--- src/rtl/core/lcts_pkg.sv ---
// ----------------------------------------------------------------------------
// lcts_pkg
// shared sizes, action and status codes, and the controller/datapath bundles
// for the lod chain table select core
// ----------------------------------------------------------------------------
package lcts_pkg;

  localparam int CHAIN_SLOTS = 16;
  localparam int LEVELS      = 4;

  localparam int SLOT_W    = (CHAIN_SLOTS > 1) ? $clog2(CHAIN_SLOTS) : 1;
  localparam int LVL_W     = (LEVELS > 1) ? $clog2(LEVELS) : 1;
  localparam int CNT_W     = $clog2(LEVELS + 1);
  localparam int USED_W    = $clog2(CHAIN_SLOTS + 1);
  localparam int MEM_DEPTH = CHAIN_SLOTS * LEVELS;
  localparam int ADDR_W    = (MEM_DEPTH > 1) ? $clog2(MEM_DEPTH) : 1;

  typedef logic [2:0] action_t;
  typedef logic [1:0] status_t;

  localparam action_t ACT_SELECT     = 3'd0;
  localparam action_t ACT_SELECT_SQ  = 3'd1;
  localparam action_t ACT_LEVEL_AT   = 3'd2;
  localparam action_t ACT_REGISTER   = 3'd3;
  localparam action_t ACT_UNREGISTER = 3'd4;
  localparam action_t ACT_CLEAR      = 3'd5;
  localparam action_t ACT_QUERY      = 3'd6;

  localparam status_t ST_OK      = 2'd0;
  localparam status_t ST_STAGED  = 2'd1;
  localparam status_t ST_INVALID = 2'd2;
  localparam status_t ST_NO_SLOT = 2'd3;

  // controller to datapath
  typedef struct packed {
    logic load;      // capture the transaction
    logic prep;      // square the distance, compare keys
    logic look;      // encode hit slot and free slot
    logic sel_init;  // chain found: start the rung walk
    logic nokey;     // no chain: echo the key
    logic rung_rd;   // read one rung
    logic rung_cmp;  // compare the rung just read
    logic stage;     // stage one registration level
    logic commit;    // commit the staged chain
    logic copy;      // copy one staged rung into the table
    logic unreg;
    logic clr;
    logic query;
    logic invalid;
  } lcts_cmd_t;

  // datapath to controller
  typedef struct packed {
    action_t action;
    logic    hit;
    logic    free_any;
    logic    last;
    logic    level_zero;
    logic    rung_hit;
    logic    rung_last;
    logic    commit_ok;
    logic    copy_last;
  } lcts_stat_t;

endpackage

--- src/rtl/core/lcts_ctrl.sv ---
// ----------------------------------------------------------------------------
// lcts_ctrl
// sequencer for the lod chain table select core: one transaction at a time
// ----------------------------------------------------------------------------
module lcts_ctrl import lcts_pkg::*; (
  input  logic       clk,
  input  logic       rst_n,
  input  logic       start,
  output logic       busy,
  output logic       out_valid,
  input  lcts_stat_t st,
  output lcts_cmd_t  cmd
);

  localparam logic [3:0] S_IDLE   = 4'd0;
  localparam logic [3:0] S_PREP   = 4'd1;
  localparam logic [3:0] S_LOOK   = 4'd2;
  localparam logic [3:0] S_EXEC   = 4'd3;
  localparam logic [3:0] S_RD     = 4'd4;
  localparam logic [3:0] S_CMP    = 4'd5;
  localparam logic [3:0] S_COMMIT = 4'd6;
  localparam logic [3:0] S_COPY   = 4'd7;
  localparam logic [3:0] S_DONE   = 4'd8;

  logic [3:0] state_r;
  logic [3:0] state_nxt;

  assign busy      = (state_r != S_IDLE);
  assign out_valid = (state_r == S_DONE);

  always_comb begin
    cmd       = '0;
    state_nxt = state_r;
    case (state_r)
      S_IDLE: begin
        if (start) begin
          cmd.load  = 1'b1;
          state_nxt = S_PREP;
        end
      end
      S_PREP: begin
        cmd.prep  = 1'b1;
        state_nxt = S_LOOK;
      end
      S_LOOK: begin
        cmd.look  = 1'b1;
        state_nxt = S_EXEC;
      end
      S_EXEC: begin
        state_nxt = S_DONE;
        case (st.action)
          ACT_SELECT, ACT_SELECT_SQ, ACT_LEVEL_AT: begin
            if (!st.hit) begin
              cmd.nokey = 1'b1;
            end else begin
              cmd.sel_init = 1'b1;
              if (!st.level_zero) state_nxt = S_RD;
            end
          end
          ACT_REGISTER: begin
            cmd.stage = 1'b1;
            if (st.last) state_nxt = S_COMMIT;
          end
          ACT_UNREGISTER: cmd.unreg   = 1'b1;
          ACT_CLEAR:      cmd.clr     = 1'b1;
          ACT_QUERY:      cmd.query   = 1'b1;
          default:        cmd.invalid = 1'b1;
        endcase
      end
      S_RD: begin
        cmd.rung_rd = 1'b1;
        state_nxt   = S_CMP;
      end
      S_CMP: begin
        cmd.rung_cmp = 1'b1;
        state_nxt    = (st.rung_hit || st.rung_last) ? S_DONE : S_RD;
      end
      S_COMMIT: begin
        cmd.commit = 1'b1;
        state_nxt  = (st.commit_ok && (st.hit || st.free_any)) ? S_COPY : S_DONE;
      end
      S_COPY: begin
        cmd.copy = 1'b1;
        if (st.copy_last) state_nxt = S_DONE;
      end
      S_DONE: begin
        state_nxt = S_IDLE;
      end
      default: begin
        state_nxt = S_IDLE;
      end
    endcase
  end

  always_ff @(posedge clk) begin
    if (!rst_n) begin
      state_r <= S_IDLE;
    end else begin
      state_r <= state_nxt;
    end
  end

`ifndef NO_ASSERTIONS
  a_accept_busy: assert property (@(posedge clk) disable iff (!rst_n)
    start && !busy |=> busy && !out_valid)
    else $error("accepted transaction did not raise busy");

  a_strobe_single: assert property (@(posedge clk) disable iff (!rst_n)
    out_valid |=> !out_valid && !busy)
    else $error("result strobe longer than one cycle");

  a_copy_source: assert property (@(posedge clk) disable iff (!rst_n)
    cmd.copy |-> $past(cmd.commit) || $past(cmd.copy))
    else $error("rung copy without a commit");
`endif

endmodule

--- config.mk ---
export PLATFORM = sky130hd
export DESIGN_NAME = lcts_ctrl
export DESIGN_NICKNAME = d
export VERILOG_FILES = /design/src/rtl/core/lcts_pkg.sv /design/src/rtl/core/lcts_ctrl.sv
export SDC_FILE = /design/constraint.sdc
export NUM_CORES = 1
export LEC_CHECK = 0
export BUFFER_PORTS_ARGS = -buffer_cell sky130_fd_sc_hd__buf_2
export CAP_MARGIN = 5
export CORE_MARGIN = 2
export CORE_UTILIZATION = 30
export CTS_CLUSTER_SIZE = 12
export DETAILED_ROUTE_END_ITERATION = 10
export PLACE_DENSITY = 0.63
export RECOVER_POWER = 50
export SYNTH_ARGS = -nofsm -noshare
export SYNTH_HDL_FRONTEND = slang
export SYNTH_SLANG_ARGS = --single-unit
--- constraint.sdc ---
create_clock -name clk -period 1.25 [get_ports clk]
set_clock_uncertainty 0.2 [all_clocks]
set_input_delay 0 -clock clk [delete_from_list [all_inputs] [get_ports clk]]
set_output_delay 0 -clock clk [all_outputs]
set_load 0.01 [all_outputs]
==> metrics.csv <==
stage;metric;value;unit
synth;yosysSeqAreaShare;17.68;%
sta;tightest_slew;0.4580;ns
sta;finalCritPeriodShare;122.3;%
global_routing;grt_pass1_wl;2663;um
final_layout;fillCellCount;115;
final_layout;nNetsFinal;130;
floorplan;die_h;42.86;um
route;via_per_inst;4.946;
hold_path;hold_path.class;primary input to register;
synth;ys_seq_elements;4;
synth;synth_edf_count;0;
job;drv_cap;0;
synth;synth.area.top_cells;dfxtp_1 18%, nor3b_2 8.3%, nor2_1 7.5%, o21ai_0 6.6%, nor3_1 4.4%;
clocking;htree_levels;1;
critical_path;worst_ep_arrival_time;1.33;ns
floorplan;die_area;1837;um^2
sta;timing.fmax;0.6540;GHz
global_routing;track_usage;19.76;%
synth;synth_nets;74;
final_layout;antenna_cells;0;
clocking;cts_tree;yes;
clocking;root_buffer;clkbuf_4;
outcome;violations;setup timing;
synth;synth-warning-count;0;
synth;netlist_area;452.9;um^2
final_layout;layout-drive-gt1-share;70.18;%
power_and_ir_drop;peakVddDrop;521.6;uV
sta;rsz0062_at_grt;yes;
synth;netlist_instances;60;
critical_path;r2r-start;state_r[1];
placement;gp_congestion;0.7421;
global_routing;antenna_found_initial;0;
placement;hpwl;1042;um
hold_path;min_path_cells;4;
floorplan;row_count;14;
route;wl_per_cell;13.97;um
hold_path;hold-path-endpoint;state_r[1];
floorplan;io_pins;30;
global_routing;grt_max_degree;7;
critical_path;r2r-end;state_r[2];
placement;preCtsSetupSlack;-0.1105;ns
clocking;cts_sinks;4;
clocking;numCtsBuffers;3;
final_layout;top_regs;state_r (4);
critical_path;r2r_slack;-0.15;ns
clocking;clock_latency;0.24;ns
sta;finalHoldViolations;0;
route;totalWireLength;1816;um
critical_path;critPathMaxStageDelay;0.37;ns
critical_path;cp_slowest_cell;dfxtp_4;
floorplan;dieWidth;42.86;um
sta;setup_viol;19;
critical_path;critPathKind;register to output pin;
clocking;cts_buffer_depth;2;
final_layout;largest_register_ffs;4;
sta;fin_ws;-0.2791;ns
route;drc_errors;0;
final_layout;largest_register;state_r;
synth;netlist.area_leader.share;17.68;%
global_routing;grt_pass1_vias;587;
clocking;path_clk_slew;0.04;ns
synth;synth_cell_types;31;
synth;syn_avg_cell_area;7.549;um^2
sta;slew_headroom;69.14;%
critical_path;crit_fanout;4;
power_and_ir_drop;leakagePower;0.4796;nW
power_and_ir_drop;finalPower;0.0006539;W
placement;portBuffers;29;
synth;synthTopCellsByCount;9 x nor2_1, 6 x o21ai_0, 4 x dfxtp_1, 4 x nand2_1, 4 x nor3_1;
route;vias;643;
global_routing;grt_overflow;0;
power_and_ir_drop;power_density;657.4;nW/um^2
route;drt_iter0_drc;7;
route;dr.pass1.iters;4;
sta;fin_crit;1.529;ns
synth;yosysMostFrequentCell;nor2_1;
sta;slew_viol_final;0;
final_layout;synthToLayoutAreaGrowth;119.6;%
outcome;status;complete, but fails checks;
floorplan;start_util;31.15;%
critical_path;cp-start-kind;register;
route;antenna_left;0;
critical_path;path_cells;buf_6, or2b_1, nor3_2, buf_2;
critical_path;cp-end-kind;output pin;
critical_path;cp-startpoint;state_r[2];
critical_path;critPathRequiredTime;1.05;ns
synth;synth_largest_area_cell;dfxtp_1;
synth;synth_flop_cell;dfxtp_1;
hold_path;min_from;st[9];
floorplan;core;1454;um^2
synth;async_flop_share;0;%
critical_path;r2r_cells;6;
-- cell type report --
cell class,count,area (um^2),share of cell area (%)
Clock buffer,3,22.52,2.264
Inverter,1,3.754,0.3774
Multi-Input combinational cell,52,446.7,44.91
Sequential cell,4,92.59,9.308
Tap cell,16,20.02,2.013
Timing Repair Buffer,54,409.1,41.13
-- cell families after synthesis --
| kind of cell | share of synthesized area (%) |
|---|---|
| AO/OA/AOI/OAI | 21.27 |
| buffers and inverters | 6.076 |
| flip-flops | 17.68 |
| multiplexers | 2.210 |
| AND/OR/NAND/NOR | 52.76 |
-- per-layer routing --
| layer | GRT usage (%) | up-vias | wire (um) |
|---|---|---|---|
| li1 | - | 331 | - |
| met1 | 24.42 | 299 | 821 |
| met2 | 30.61 | 11 | 908 |
| met3 | 7.660 | 2 | 62 |
| met4 | 7.500 | 0 | 23 |
| met5 | 0 | - | 0 |
-- cell usage in the layout, fill, tap and decap left out, types with 2 or more instances in the layout --
cell type | netlist | routed
and3_1 | 2 | 2
nor3b_2 | 3 | 3
dfxtp_4 | 0 | 3
nor2_2 | 0 | 2
dlygate4sd3_1 | 0 | 5
nor2_1 | 9 | 2
a31oi_1 | 2 | 2
buf_2 | 1 | 26
nand2_1 | 4 | 3
nand2b_4 | 1 | 2
o21ai_0 | 6 | 5
buf_4 | 1 | 8
nand2_4 | 0 | 2
buf_6 | 1 | 15
nand2b_1 | 3 | 2
nor2_4 | 0 | 5
clkbuf_4 | 0 | 3
o21ai_1 | 1 | 2
and2b_1 | 2 | 2
nor3_2 | 0 | 4
-- critical path: cells and delay by family, from the launching register on --
kind / cells / cell delay [ns]
flops: 1 / 0.37
simple gates: 2 / 0.45
buf+inv: 2 / 0.28
-- where the power goes --
part	switching, W	leakage, nW	internal, W
sequential	0.0000157	0.0353	0.000139
combinational	0.000157	0.431	0.000179
clock	0.0000565	0.0138	0.000108
-- how the worst max path moves through the flow --
stage,endpoint,slack (ns),cells past startpoint
after floorplan,cmd[1],-0.005,4
final,cmd[8],-0.28,4
after global placement,cmd[2],-0.09,4
after CTS,cmd[1],-0.28,4
after detailed placement,cmd[1],-0.11,4
after global routing,cmd[1],-0.37,4
-- timing repair --
action	in CTS	in global routing
endpoints found under the hold margin	4	0
pin swaps	13	10
resized for setup	30	15
hold buffers	5	0
endpoints found under the setup margin	19	20
buffers inserted	8	3
-- metrics by stage --
stage | hold WS (ns) | instances | util [%] | instance area [um^2] | TNS [ns]
floorplan | -0.1670 | 60 | - | 462.9 | -0.01457
global placement | 0.04665 | 112 | 46.47 | 675.6 | -0.5055
detailed placement | 0.05034 | 112 | 46.47 | 675.6 | -0.6347
CTS | 0.001032 | 127 | 63.08 | 917.1 | -2.941
global route | 0.03221 | 130 | 68.42 | 994.7 | -4.447
finish | 0.01351 | 130 | 68.42 | 994.7 | -3.328
Note: power is estimated with default switching activity, not from simulation.
